**src/rtl/bfr_pkg.sv**
```systemverilog
// bfr_pkg: shared types, codes and the microcode table of the backlight fade engine.
// No dependencies; imported by the sequencer, datapath, top level and checker.
`default_nettype none

package bfr_pkg;

    localparam int PERIOD_BITS    = 10;
    localparam int CFG_DATA_BITS  = 10;
    localparam int CFG_INDEX_BITS = 1;
    localparam int STEP_BITS      = 4;

    localparam logic [PERIOD_BITS-1:0] DEFAULT_PERIOD_MS = 10'd20;

    typedef enum logic [CFG_INDEX_BITS-1:0] {
        REG_UPDATE_PERIOD = 1'b0,
        REG_POWER_CTRL    = 1'b1
    } reg_index_t;

    localparam logic [1:0] PWR_NONE    = 2'd0;
    localparam logic [1:0] PWR_UNBLANK = 2'd1;
    localparam logic [1:0] PWR_DOWN    = 2'd2;

    typedef logic [STEP_BITS-1:0] step_t;

    typedef enum logic [3:0] {
        OP_NONE,
        OP_LOAD,
        OP_START,
        OP_CANCEL,
        OP_SET_NOW,
        OP_ADVANCE,
        OP_CLR_PHASE,
        OP_FINISH,
        OP_MUL,
        OP_DIV,
        OP_ROUND,
        OP_EMIT
    } op_t;

    typedef enum logic [3:0] {
        C_NEVER,
        C_ALWAYS,
        C_NO_INPUT,
        C_TICK,
        C_TGT_EQ,
        C_DUR_LE,
        C_IDLE,
        C_PHASE_LT,
        C_EL_LT_DUR,
        C_DIV_BUSY,
        C_OUT_BUSY
    } cond_t;

    typedef struct packed {
        logic tick;
        logic tgt_eq;
        logic dur_le;
        logic running;
        logic phase_lt;
        logic el_lt_dur;
        logic div_busy;
    } status_t;

    typedef struct packed {
        op_t op;
    } ctrl_t;

    typedef struct packed {
        logic  take;
        logic  emit;
        op_t   op;
        cond_t cond;
        step_t target;
    } ucode_t;

    localparam step_t S_FETCH     = 4'd0;
    localparam step_t S_DECODE    = 4'd1;
    localparam step_t S_CHK_EQ    = 4'd2;
    localparam step_t S_CHK_DUR   = 4'd3;
    localparam step_t S_START     = 4'd4;
    localparam step_t S_CANCEL    = 4'd5;
    localparam step_t S_SET_NOW   = 4'd6;
    localparam step_t S_TICK      = 4'd7;
    localparam step_t S_ADVANCE   = 4'd8;
    localparam step_t S_CHK_PHASE = 4'd9;
    localparam step_t S_CHK_END   = 4'd10;
    localparam step_t S_FINISH    = 4'd11;
    localparam step_t S_MUL       = 4'd12;
    localparam step_t S_DIV       = 4'd13;
    localparam step_t S_ROUND     = 4'd14;
    localparam step_t S_EMIT      = 4'd15;

    // jump to target when cond holds, else fall through to step + 1
    function automatic ucode_t ucode_rom(input step_t s);
        ucode_t w;
        begin
            unique case (s)
                S_FETCH:     w = '{1'b1, 1'b0, OP_LOAD,      C_NO_INPUT,  S_FETCH};
                S_DECODE:    w = '{1'b0, 1'b0, OP_NONE,      C_TICK,      S_TICK};
                S_CHK_EQ:    w = '{1'b0, 1'b0, OP_NONE,      C_TGT_EQ,    S_CANCEL};
                S_CHK_DUR:   w = '{1'b0, 1'b0, OP_NONE,      C_DUR_LE,    S_SET_NOW};
                S_START:     w = '{1'b0, 1'b0, OP_START,     C_ALWAYS,    S_EMIT};
                S_CANCEL:    w = '{1'b0, 1'b0, OP_CANCEL,    C_ALWAYS,    S_EMIT};
                S_SET_NOW:   w = '{1'b0, 1'b0, OP_SET_NOW,   C_ALWAYS,    S_EMIT};
                S_TICK:      w = '{1'b0, 1'b0, OP_NONE,      C_IDLE,      S_EMIT};
                S_ADVANCE:   w = '{1'b0, 1'b0, OP_ADVANCE,   C_NEVER,     S_FETCH};
                S_CHK_PHASE: w = '{1'b0, 1'b0, OP_NONE,      C_PHASE_LT,  S_EMIT};
                S_CHK_END:   w = '{1'b0, 1'b0, OP_CLR_PHASE, C_EL_LT_DUR, S_MUL};
                S_FINISH:    w = '{1'b0, 1'b0, OP_FINISH,    C_ALWAYS,    S_EMIT};
                S_MUL:       w = '{1'b0, 1'b0, OP_MUL,       C_NEVER,     S_FETCH};
                S_DIV:       w = '{1'b0, 1'b0, OP_DIV,       C_DIV_BUSY,  S_DIV};
                S_ROUND:     w = '{1'b0, 1'b0, OP_ROUND,     C_NEVER,     S_FETCH};
                S_EMIT:      w = '{1'b0, 1'b1, OP_EMIT,      C_OUT_BUSY,  S_EMIT};
                default:     w = '{1'b0, 1'b0, OP_NONE,      C_ALWAYS,    S_FETCH};
            endcase
            return w;
        end
    endfunction

endpackage

`default_nettype wire

```
**src/rtl/bfr_if.sv**
```systemverilog
// bfr_if: valid/ready channel interfaces for request words and result words.
// No dependencies.
`default_nettype none

interface bfr_in_if #(
    parameter int LEVEL_BITS = 16,
    parameter int TIME_BITS  = 16
);
    logic                  valid;
    logic                  ready;
    logic                  action;
    logic [LEVEL_BITS-1:0] target_level;
    logic [TIME_BITS-1:0]  duration_ms;

    modport source (output valid, action, target_level, duration_ms, input ready);
    modport sink   (input valid, action, target_level, duration_ms, output ready);
endinterface

interface bfr_out_if #(
    parameter int LEVEL_BITS = 16
);
    logic                  valid;
    logic                  ready;
    logic [LEVEL_BITS-1:0] level_out;
    logic                  level_written;
    logic [1:0]            power_command;
    logic                  fade_active;

    modport source (output valid, level_out, level_written, power_command, fade_active,
                    input ready);
    modport sink   (input valid, level_out, level_written, power_command, fade_active,
                    output ready);
endinterface

`default_nettype wire

```
**src/rtl/bfr_sequencer.sv**
```systemverilog
// bfr_sequencer: step counter, microcode fetch, conditional jumps and channel handshakes.
// Depends on bfr_pkg (microcode table, op and condition codes).
`default_nettype none

module bfr_sequencer (
    input  wire             clk,
    input  wire             rst_n,
    input  wire             in_valid,
    output logic            in_ready,
    output logic            out_valid,
    input  wire             out_ready,
    input  bfr_pkg::status_t status,
    output bfr_pkg::ctrl_t   ctrl
);
    import bfr_pkg::*;

    step_t  step_reg, step_next;
    logic   out_valid_reg, out_valid_next;
    ucode_t uw;
    logic   out_free;
    logic   fire;
    logic   jump;

    assign uw       = ucode_rom(step_reg);
    assign out_free = !out_valid_reg || out_ready;
    assign fire     = !(uw.take && !in_valid) && !(uw.emit && !out_free);

    assign in_ready  = uw.take;
    assign out_valid = out_valid_reg;
    assign ctrl.op   = fire ? uw.op : OP_NONE;

    always_comb
    begin
        unique case (uw.cond)
            C_NEVER:     jump = 1'b0;
            C_ALWAYS:    jump = 1'b1;
            C_NO_INPUT:  jump = !in_valid;
            C_TICK:      jump = status.tick;
            C_TGT_EQ:    jump = status.tgt_eq;
            C_DUR_LE:    jump = status.dur_le;
            C_IDLE:      jump = !status.running;
            C_PHASE_LT:  jump = status.phase_lt;
            C_EL_LT_DUR: jump = status.el_lt_dur;
            C_DIV_BUSY:  jump = status.div_busy;
            C_OUT_BUSY:  jump = !out_free;
            default:     jump = 1'b0;
        endcase
    end

    always_comb
    begin
        step_next = jump ? uw.target : STEP_BITS'(step_reg + 1'b1);
        if (fire && uw.emit)
        begin
            out_valid_next = 1'b1;
        end
        else if (out_ready)
        begin
            out_valid_next = 1'b0;
        end
        else
        begin
            out_valid_next = out_valid_reg;
        end
    end

    always_ff @(posedge clk or negedge rst_n)
    begin
        if (!rst_n)
        begin
            step_reg      <= S_FETCH;
            out_valid_reg <= 1'b0;
        end
        else
        begin
            step_reg      <= step_next;
            out_valid_reg <= out_valid_next;
        end
    end

endmodule

`default_nettype wire

```
**src/rtl/bfr_datapath.sv**
```systemverilog
// bfr_datapath: fade state, config registers, multiplier, serial divider, output register.
// Depends on bfr_pkg (op codes, status and control structs, power codes).
`default_nettype none

module bfr_datapath #(
    parameter int LEVEL_BITS = 16,
    parameter int TIME_BITS  = 16
) (
    input  wire                                  clk,
    input  wire                                  rst_n,
    input  bfr_pkg::ctrl_t                       ctrl,
    output bfr_pkg::status_t                     status,
    input  wire                                  in_action,
    input  wire [LEVEL_BITS-1:0]                 in_target,
    input  wire [TIME_BITS-1:0]                  in_duration,
    input  wire                                  cfg_we,
    input  wire [bfr_pkg::CFG_INDEX_BITS-1:0]    cfg_index,
    input  wire [bfr_pkg::CFG_DATA_BITS-1:0]     cfg_data,
    output logic [LEVEL_BITS-1:0]                out_level,
    output logic                                 out_written,
    output logic [1:0]                           out_cmd,
    output logic                                 out_active
);
    import bfr_pkg::*;

    localparam int PROD_BITS = LEVEL_BITS + TIME_BITS;
    localparam int CNT_BITS  = $clog2(PROD_BITS + 1);
    localparam int CMP_BITS  = (TIME_BITS > PERIOD_BITS) ? TIME_BITS : PERIOD_BITS;

    // config
    logic [PERIOD_BITS-1:0] period_reg;
    logic                   pwr_ctl_reg;

    // latched request
    logic                  act_reg;
    logic [LEVEL_BITS-1:0] tgt_reg;
    logic [TIME_BITS-1:0]  dur_in_reg;

    // fade state
    logic [LEVEL_BITS-1:0]  level_reg,   level_next;
    logic [LEVEL_BITS-1:0]  start_reg,   start_next;
    logic [LEVEL_BITS-1:0]  end_reg,     end_next;
    logic [TIME_BITS-1:0]   elapsed_reg, elapsed_next;
    logic [TIME_BITS-1:0]   rdur_reg,    rdur_next;
    logic [PERIOD_BITS-1:0] phase_reg,   phase_next;
    logic                   running_reg, running_next;
    logic                   written_reg, written_next;
    logic [1:0]             cmd_reg,     cmd_next;

    // divider
    logic [PROD_BITS-1:0] acc_reg, acc_next;
    logic [TIME_BITS:0]   rem_reg, rem_next;
    logic [CNT_BITS-1:0]  cnt_reg, cnt_next;

    // output word
    logic [LEVEL_BITS-1:0] olevel_reg;
    logic                  owritten_reg;
    logic [1:0]            ocmd_reg;
    logic                  oactive_reg;

    logic                  down;
    logic [LEVEL_BITS-1:0] mag;
    logic [PROD_BITS-1:0]  prod;
    logic [TIME_BITS:0]    rem_sh;
    logic [TIME_BITS:0]    dur_w;
    logic                  sub_ok;
    logic                  round_up;
    logic [LEVEL_BITS-1:0] q_round;
    logic [LEVEL_BITS-1:0] ramp_pt;
    logic                  drv_en;
    logic [LEVEL_BITS-1:0] drv_lvl;
    logic [1:0]            drv_cmd;

    assign down     = end_reg < start_reg;
    assign mag      = down ? (start_reg - end_reg) : (end_reg - start_reg);
    assign prod     = PROD_BITS'(mag) * PROD_BITS'(elapsed_reg);
    assign dur_w    = {1'b0, rdur_reg};
    assign rem_sh   = {rem_reg[TIME_BITS-1:0], acc_reg[PROD_BITS-1]};
    assign sub_ok   = rem_sh >= dur_w;
    assign round_up = {rem_reg[TIME_BITS-1:0], 1'b0} >= dur_w;
    assign q_round  = acc_reg[LEVEL_BITS-1:0] + LEVEL_BITS'(round_up);
    assign ramp_pt  = down ? (start_reg - q_round) : (start_reg + q_round);

    assign status.tick      = act_reg;
    assign status.tgt_eq    = tgt_reg == level_reg;
    assign status.dur_le    = CMP_BITS'(dur_in_reg) <= CMP_BITS'(period_reg);
    assign status.running   = running_reg;
    assign status.phase_lt  = phase_reg < period_reg;
    assign status.el_lt_dur = elapsed_reg < rdur_reg;
    assign status.div_busy  = cnt_reg != CNT_BITS'(1);

    assign out_level   = olevel_reg;
    assign out_written = owritten_reg;
    assign out_cmd     = ocmd_reg;
    assign out_active  = oactive_reg;

    // level drive and the power command that goes with it
    always_comb
    begin
        drv_en  = 1'b0;
        drv_lvl = level_reg;
        case (ctrl.op)
            OP_SET_NOW:
            begin
                drv_en  = 1'b1;
                drv_lvl = tgt_reg;
            end
            OP_FINISH:
            begin
                drv_en  = end_reg != level_reg;
                drv_lvl = end_reg;
            end
            OP_ROUND:
            begin
                drv_en  = ramp_pt != level_reg;
                drv_lvl = ramp_pt;
            end
            default:
            begin
                drv_en  = 1'b0;
                drv_lvl = level_reg;
            end
        endcase
        drv_cmd = PWR_NONE;
        if (level_reg == '0 && pwr_ctl_reg)
        begin
            drv_cmd = PWR_UNBLANK;
        end
        if (drv_lvl == '0 && pwr_ctl_reg)
        begin
            drv_cmd = PWR_DOWN;
        end
    end

    always_comb
    begin
        level_next   = level_reg;
        start_next   = start_reg;
        end_next     = end_reg;
        elapsed_next = elapsed_reg;
        rdur_next    = rdur_reg;
        phase_next   = phase_reg;
        running_next = running_reg;
        written_next = written_reg;
        cmd_next     = cmd_reg;
        acc_next     = acc_reg;
        rem_next     = rem_reg;
        cnt_next     = cnt_reg;
        unique case (ctrl.op) inside
            OP_LOAD:
            begin
                written_next = 1'b0;
                cmd_next     = PWR_NONE;
            end
            OP_START:
            begin
                elapsed_next = '0;
                rdur_next    = dur_in_reg;
                start_next   = level_reg;
                end_next     = tgt_reg;
                if (!running_reg)
                begin
                    running_next = 1'b1;
                    phase_next   = '0;
                end
            end
            OP_CANCEL, OP_SET_NOW:
            begin
                running_next = 1'b0;
                elapsed_next = '0;
                rdur_next    = '0;
                phase_next   = '0;
                start_next   = level_reg;
                end_next     = level_reg;
            end
            OP_ADVANCE:
            begin
                if (elapsed_reg != '1)
                begin
                    elapsed_next = elapsed_reg + 1'b1;
                end
                phase_next = phase_reg + 1'b1;
            end
            OP_CLR_PHASE:
            begin
                phase_next = '0;
            end
            OP_FINISH:
            begin
                running_next = 1'b0;
            end
            OP_MUL:
            begin
                acc_next = prod;
                rem_next = '0;
                cnt_next = CNT_BITS'(PROD_BITS);
            end
            OP_DIV:
            begin
                rem_next = sub_ok ? (rem_sh - dur_w) : rem_sh;
                acc_next = {acc_reg[PROD_BITS-2:0], sub_ok};
                cnt_next = cnt_reg - 1'b1;
            end
            default:
            begin
            end
        endcase
        if (drv_en)
        begin
            level_next   = drv_lvl;
            written_next = 1'b1;
            cmd_next     = drv_cmd;
        end
    end

    always_ff @(posedge clk or negedge rst_n)
    begin
        if (!rst_n)
        begin
            period_reg  <= DEFAULT_PERIOD_MS;
            pwr_ctl_reg <= 1'b1;
        end
        else if (cfg_we)
        begin
            unique case (reg_index_t'(cfg_index))
                REG_UPDATE_PERIOD: period_reg  <= cfg_data[PERIOD_BITS-1:0];
                REG_POWER_CTRL:    pwr_ctl_reg <= cfg_data[0];
                default:           period_reg  <= period_reg;
            endcase
        end
    end

    always_ff @(posedge clk or negedge rst_n)
    begin
        if (!rst_n)
        begin
            level_reg   <= '0;
            start_reg   <= '0;
            end_reg     <= '0;
            elapsed_reg <= '0;
            rdur_reg    <= '0;
            phase_reg   <= '0;
            running_reg <= 1'b0;
            written_reg <= 1'b0;
            cmd_reg     <= PWR_NONE;
            cnt_reg     <= '0;
        end
        else
        begin
            level_reg   <= level_next;
            start_reg   <= start_next;
            end_reg     <= end_next;
            elapsed_reg <= elapsed_next;
            rdur_reg    <= rdur_next;
            phase_reg   <= phase_next;
            running_reg <= running_next;
            written_reg <= written_next;
            cmd_reg     <= cmd_next;
            cnt_reg     <= cnt_next;
        end
    end

    always_ff @(posedge clk)
    begin
        acc_reg <= acc_next;
        rem_reg <= rem_next;
        if (ctrl.op == OP_LOAD)
        begin
            act_reg    <= in_action;
            tgt_reg    <= in_target;
            dur_in_reg <= in_duration;
        end
        if (ctrl.op == OP_EMIT)
        begin
            olevel_reg   <= level_reg;
            owritten_reg <= written_reg;
            ocmd_reg     <= cmd_reg;
            oactive_reg  <= running_reg;
        end
    end

endmodule

`default_nettype wire

```
**src/rtl/backlight_fade_ramp.sv**
```systemverilog
// Backlight fade engine, top level. One word in, one result word out.
// A set request ends in a cancel, a direct set or a ramp start. A tick returns at once when idle
// or off a period boundary, finishes the fade at the ramp end, and else updates the ramp point,
// computed by the one-bit-a-cycle restoring divider. Next word is taken the cycle after the result
// is registered; the emit step stalls while the previous result still waits for ready.
// Reset clears level, ramp state and output valid; period 20 ms, power control on.
// Depends on bfr_pkg, bfr_if, bfr_sequencer, bfr_datapath.
`default_nettype none

module backlight_fade_ramp #(
    parameter int LEVEL_BITS = 16,
    parameter int TIME_BITS  = 16
) (
    input  wire                                clk,
    input  wire                                rst_n,
    bfr_in_if.sink                             in_ch,
    bfr_out_if.source                          out_ch,
    input  wire                                cfg_we,
    input  wire [bfr_pkg::CFG_INDEX_BITS-1:0]  cfg_index,
    input  wire [bfr_pkg::CFG_DATA_BITS-1:0]   cfg_data
);
    import bfr_pkg::*;

    status_t status;
    ctrl_t   ctrl;

    bfr_sequencer u_seq (
        .clk       (clk),
        .rst_n     (rst_n),
        .in_valid  (in_ch.valid),
        .in_ready  (in_ch.ready),
        .out_valid (out_ch.valid),
        .out_ready (out_ch.ready),
        .status    (status),
        .ctrl      (ctrl)
    );

    bfr_datapath #(
        .LEVEL_BITS (LEVEL_BITS),
        .TIME_BITS  (TIME_BITS)
    ) u_dp (
        .clk         (clk),
        .rst_n       (rst_n),
        .ctrl        (ctrl),
        .status      (status),
        .in_action   (in_ch.action),
        .in_target   (in_ch.target_level),
        .in_duration (in_ch.duration_ms),
        .cfg_we      (cfg_we),
        .cfg_index   (cfg_index),
        .cfg_data    (cfg_data),
        .out_level   (out_ch.level_out),
        .out_written (out_ch.level_written),
        .out_cmd     (out_ch.power_command),
        .out_active  (out_ch.fade_active)
    );

endmodule

`default_nettype wire

```
**src/flat_wrapper.sv**
```systemverilog
// flat-port wrapper written by rule: the top's interface ports become plain ports
module backlight_fade_ramp_flat import bfr_pkg::*;
#(
    parameter int LEVEL_BITS = 16,
    parameter int TIME_BITS  = 16
)
  (clk, rst_n, cfg_we, cfg_index, cfg_data, in_ch_valid, in_ch_action, in_ch_target_level, in_ch_duration_ms, in_ch_ready, out_ch_valid, out_ch_level_out, out_ch_level_written, out_ch_power_command, out_ch_fade_active, out_ch_ready);
  bfr_in_if #(.LEVEL_BITS(LEVEL_BITS), .TIME_BITS(TIME_BITS)) in_ch_i ();
  bfr_out_if #(.LEVEL_BITS(LEVEL_BITS)) out_ch_i ();
  input  wire clk;
  input  wire rst_n;
  input  wire cfg_we;
  input  wire [bfr_pkg::CFG_INDEX_BITS-1:0] cfg_index;
  input  wire [bfr_pkg::CFG_DATA_BITS-1:0] cfg_data;
  input wire logic [$bits(in_ch_i.valid)-1:0] in_ch_valid;
  input wire logic [$bits(in_ch_i.action)-1:0] in_ch_action;
  input wire logic [$bits(in_ch_i.target_level)-1:0] in_ch_target_level;
  input wire logic [$bits(in_ch_i.duration_ms)-1:0] in_ch_duration_ms;
  output wire logic [$bits(in_ch_i.ready)-1:0] in_ch_ready;
  output wire logic [$bits(out_ch_i.valid)-1:0] out_ch_valid;
  output wire logic [$bits(out_ch_i.level_out)-1:0] out_ch_level_out;
  output wire logic [$bits(out_ch_i.level_written)-1:0] out_ch_level_written;
  output wire logic [$bits(out_ch_i.power_command)-1:0] out_ch_power_command;
  output wire logic [$bits(out_ch_i.fade_active)-1:0] out_ch_fade_active;
  input wire logic [$bits(out_ch_i.ready)-1:0] out_ch_ready;
  assign in_ch_i.valid = in_ch_valid;
  assign in_ch_i.action = in_ch_action;
  assign in_ch_i.target_level = in_ch_target_level;
  assign in_ch_i.duration_ms = in_ch_duration_ms;
  assign in_ch_ready = in_ch_i.ready;
  assign out_ch_valid = out_ch_i.valid;
  assign out_ch_level_out = out_ch_i.level_out;
  assign out_ch_level_written = out_ch_i.level_written;
  assign out_ch_power_command = out_ch_i.power_command;
  assign out_ch_fade_active = out_ch_i.fade_active;
  assign out_ch_i.ready = out_ch_ready;
  backlight_fade_ramp #(.LEVEL_BITS(LEVEL_BITS), .TIME_BITS(TIME_BITS)) u_core (.clk(clk), .rst_n(rst_n), .in_ch(in_ch_i), .out_ch(out_ch_i), .cfg_we(cfg_we), .cfg_index(cfg_index), .cfg_data(cfg_data));
endmodule
```
**config.mk**
```make
export PLATFORM = sky130hd
export DESIGN_NAME = backlight_fade_ramp_flat
export DESIGN_NICKNAME = d
export VERILOG_FILES = /design/src/rtl/bfr_pkg.sv /design/src/rtl/bfr_if.sv /design/src/rtl/bfr_sequencer.sv /design/src/rtl/bfr_datapath.sv /design/src/rtl/backlight_fade_ramp.sv /design/src/flat_wrapper.sv
export SDC_FILE = /design/constraint.sdc
export NUM_CORES = 1
export LEC_CHECK = 0
export ABC_AREA = 0
export BUFFER_PORTS_ARGS = -buffer_cell sky130_fd_sc_hd__buf_2
export CAP_MARGIN = 20
export CORE_ASPECT_RATIO = 0.9
export CORE_MARGIN = 1
export CORE_UTILIZATION = 41
export DETAILED_ROUTE_END_ITERATION = 6
export REMOVE_ABC_BUFFERS = 1
export SLEW_MARGIN = 10
export SYNTH_ARGS = -nofsm -noshare
export SYNTH_HDL_FRONTEND = slang
export SYNTH_SLANG_ARGS = --single-unit
```
**constraint.sdc**
```tcl
create_clock -name clk -period 10.9 [get_ports clk]
set_input_delay 1.09 -clock clk [delete_from_list [all_inputs] [get_ports clk]]
set_output_delay 1.09 -clock clk [all_outputs]
set_load 0.02 [all_outputs]
```
==> flow_metrics.py <==
metrics = {
    "placement": {
        "io_buffers": 70,
        "gp_congestion": 0.971,
        "place_ws_ns": 0.913,
        "placed_area_um2": 24400,
        "dp_cells": 3328,
        "hpwlAfterDp_mm": 49.6,
    },
    "setup_path": {
        "reg2regPathDepth": 35,
        "crit_path_end_kind": "flop",
        "required_ns": 11.17,
        "critPathKind": "reg2reg",
        "r2r_end": "u_core.u_dp.acc_reg[29]",
        "critPathMaxFanout": 11,
        "critPathArrivalTime_ns": 10.43,
        "worst_path_most_repeated_cell": "fa_1",
        "slowest_stage": "a211oi_1",
        "reg2reg_from": "u_core.u_dp.end_reg[0]",
        "startpoint_type": "flop",
        "worst-r2r-setup-slack_ns": 0.74,
        "slowest_delay_ns": 0.77,
    },
    "power_and_ir_drop": {
        "p_sw_mw": 4.17,
        "power_frac_clock_pct": 11.8,
        "p_int_mw": 3.49,
        "leakagePower_nw": 11.7,
        "combinationalPowerShare_pct": 69.4,
        "power_density_nw_per_um2": 303,
        "ir_drop_uv": 312,
        "p_seq_share_pct": 18.8,
        "swShare_pct": 54.4,
    },
    "hold_path": {
        "min_path_type": "reg2reg",
        "worstHoldPathCells": 0,
        "min_from": "u_core.u_dp.cmd_reg[0]",
        "hold_end": "u_core.u_dp.out_cmd[0]",
    },
    "global_routing": {
        "grt_max_degree": 61,
        "grt_pass1_wl_mm": 105,
        "grt_overflow": 0,
        "antenna_found_initial": 4,
        "grt_pass1_vias": 18900,
        "grtUsageTotal_pct": 23.0,
    },
    "logic_synthesis": {
        "syn_inst": 2582,
        "syn_area_um2": 23300,
        "syn_avg_cell_area_um2": 9.02,
        "ys.flop_type": "dfrtp_1",
        "synthDistinctLibCells": 86,
        "ys_ff_latch": 217,
        "async_flop_share_pct": 53.5,
        "synth_edf_count": 101,
        "ys_warn_count": 0,
        "yosysSeqAreaShare_pct": 25.5,
    },
    "cts": {
        "cts_buffer_depth": 3,
        "cts-root-buf": "clkbuf_16",
        "cts_tree": "built",
        "postCtsSetupBuffers": 0,
        "clk_pin_slew_worst_paths_ns": 0.06,
        "cts_buffers": 24,
        "cts_sinks": 217,
        "cts_max_level": 1,
        "cts-resized-gates": 0,
        "insertion_delay_ns": 0.55,
        "postCtsHoldBufs": 0,
    },
    "drt": {
        "dr.first_iter.drc_count": 1653,
        "dr.pass1.iters": 7,
        "vias": 18600,
        "viasPerCell": 5.50,
        "drc": 0,
        "routed_wl_mm": 64.6,
        "drtAntennaViolNets": 0,
        "wire_per_inst_um": 19.1,
    },
    "cells_and_area": {
        "nFillCells": 5450,
        "fin_nets": 3060,
        "final_cell_area_um2": 25300,
        "syn_to_final_growth_pct": 8.54,
        "layoutNonFillerInstCount": 3377,
        "largest_reg_flops": 32,
        "drive_gt1_share_pct": 7.79,
    },
    "timing": {
        "slew_viol_final": 0,
        "worstMarginPinSlew_ns": 1.12,
        "min_period_ns": 10.16,
        "layout_setup_ws_ns": 0.735,
        "finalCritPeriodShare_pct": 93.3,
        "report.final.setup_viol": 0,
        "holdWs_ns": 0.455,
        "finalClockSkew_ns": 0.0209,
        "finalSetupTns_ns": 0,
        "finalHoldViolCount": 0,
        "rsz0062_at_grt": "false",
        "clock.fmax_mhz": 98.4,
        "relSlewSlack_pct": 25.2,
    },
    "job": {
        "drv_cap": 0,
    },
    "die": {
        "core_area_um2": 55900,
        "die_x_um": 253,
        "num_io_pins": 71,
        "rows": 82,
        "start_util_pct": 41.6,
        "die_area_um2": 57700,
        "fp.dieH_um": 228,
    },
    "run_status": {
        "status": "complete, no violations",
    },
}
[power groups by stage]
| stage | clock [mW] | combinational, mW | sequential, mW |
|---|---|---|---|
| 6_report | 0.906 | 5.32 | 1.44 |
| 5_1_grt | 0.954 | 5.78 | 1.47 |
| 4_1_cts | 0.920 | 5.25 | 1.44 |
| 3_5_place_dp | 0 | 5.22 | 1.45 |
| 3_3_place_gp | 0 | 5.18 | 1.45 |
| 2_1_floorplan | 0 | 3.31 | 1.35 |
[worst max-delay path: cells and delay by family (launching register included)]
family / cells / cell delay [ns]
xor+xnor: 2 / 0.90
simple gates: 4 / 0.43
flops: 1 / 0.43
compound gates: 13 / 3.41
mux: 1 / 0.13
fa+ha+maj: 9 / 4.02
buf+inv: 6 / 0.58
[metrics by stage]
stage / utilization [%] / power [mW]
after global routing: 45.2 / 8.21
after floorplan: - / 4.66
after detailed placement: 43.6 / 6.67
after CTS: 45.1 / 7.61
after global placement: 43.6 / 6.63
final: 45.2 / 7.66
[cells in the final DEF, fill, tap and decap left out, drive strengths merged, types with 101 or more instances in the layout]
cell	netlist	final
edfxtp	101	101
dfrtp	113	113
o21ai	124	124
nor2	180	180
nand2	311	311
ha	213	213
buf	32	116
fa	198	198
inv	370	372
a21oi	110	110
[kinds of logic after synthesis]
group	share of synthesized area, %
xor+xnor	5.62
buf+inv	8.34
compound gates	13.5
mux	3.11
simple gates	15.5
flops	25.5
fa+ha+maj	28.5
[synth_stat cells (all sizes together) (16+ instances only)]
cell	instances	area share, %
mux2i	57	2.5
nor3	36	0.84
buf	32	0.89
or3	18	0.48
dfrtp	113	12
ha	213	11
o21ai	124	2.7
nand4	22	0.59
a31oi	18	0.48
o21a	16	0.52
a21o	51	1.6
a21oi	110	2.4
fa	198	17
nor2b	23	0.62
clkbuf	92	1.5
and2	74	2.0
nor2	180	2.9
nand2	311	5.0
edfxtp	101	13
nand2b	20	0.54
inv	370	6.0
xor2	64	2.4
a222oi	22	0.95
xnor2	82	3.1
nand3	44	0.97
[layout make-up]
cell class / instances / area (µm²) / share of cell area (%)
tap: 756 / 946 / 3.74
clock buffer: 32 / 662 / 2.62
multi-input combinational: 1871 / 15400 / 61.1
clock inverter: 12 / 191 / 0.758
inverter: 370 / 1390 / 5.50
sequential: 217 / 5940 / 23.5
timing repair buffer: 116 / 706 / 2.79
antenna: 3 / 7.51 / 0.0297
[worst max-delay path by stage]
| stage | endpoint | depth (start not counted) | startpoint |
|---|---|---|---|
| after floorplan | u_core.u_dp.acc_reg[30] | 31 | u_core.u_dp.end_reg[15] |
| after global placement | u_core.u_dp.acc_reg[30] | 38 | u_core.u_dp.end_reg[0] |
| after detailed placement | u_core.u_dp.acc_reg[30] | 38 | u_core.u_dp.end_reg[0] |
| after CTS | u_core.u_dp.acc_reg[30] | 38 | u_core.u_dp.end_reg[0] |
| after global routing | u_core.u_dp.acc_reg[30] | 38 | u_core.u_dp.end_reg[0] |
| final | u_core.u_dp.acc_reg[29] | 35 | u_core.u_dp.end_reg[0] |
[metal layers]
| metal | GRT usage (%) | wire length, µm | vias to the layer above | part of all wire, % |
|---|---|---|---|---|
| met4 | 6.33 | 1770 | 2 | 2.7 |
| met1 | 32.0 | 28600 | 9177 | 44 |
| li1 | - | - | 8687 | - |
| met3 | 3.79 | 4340 | 102 | 6.7 |
| met2 | 36.8 | 29800 | 594 | 46 |
| met5 | 0 | 13 | - | 0.020 |
Note: power is estimated with default switching activity, not from simulation.
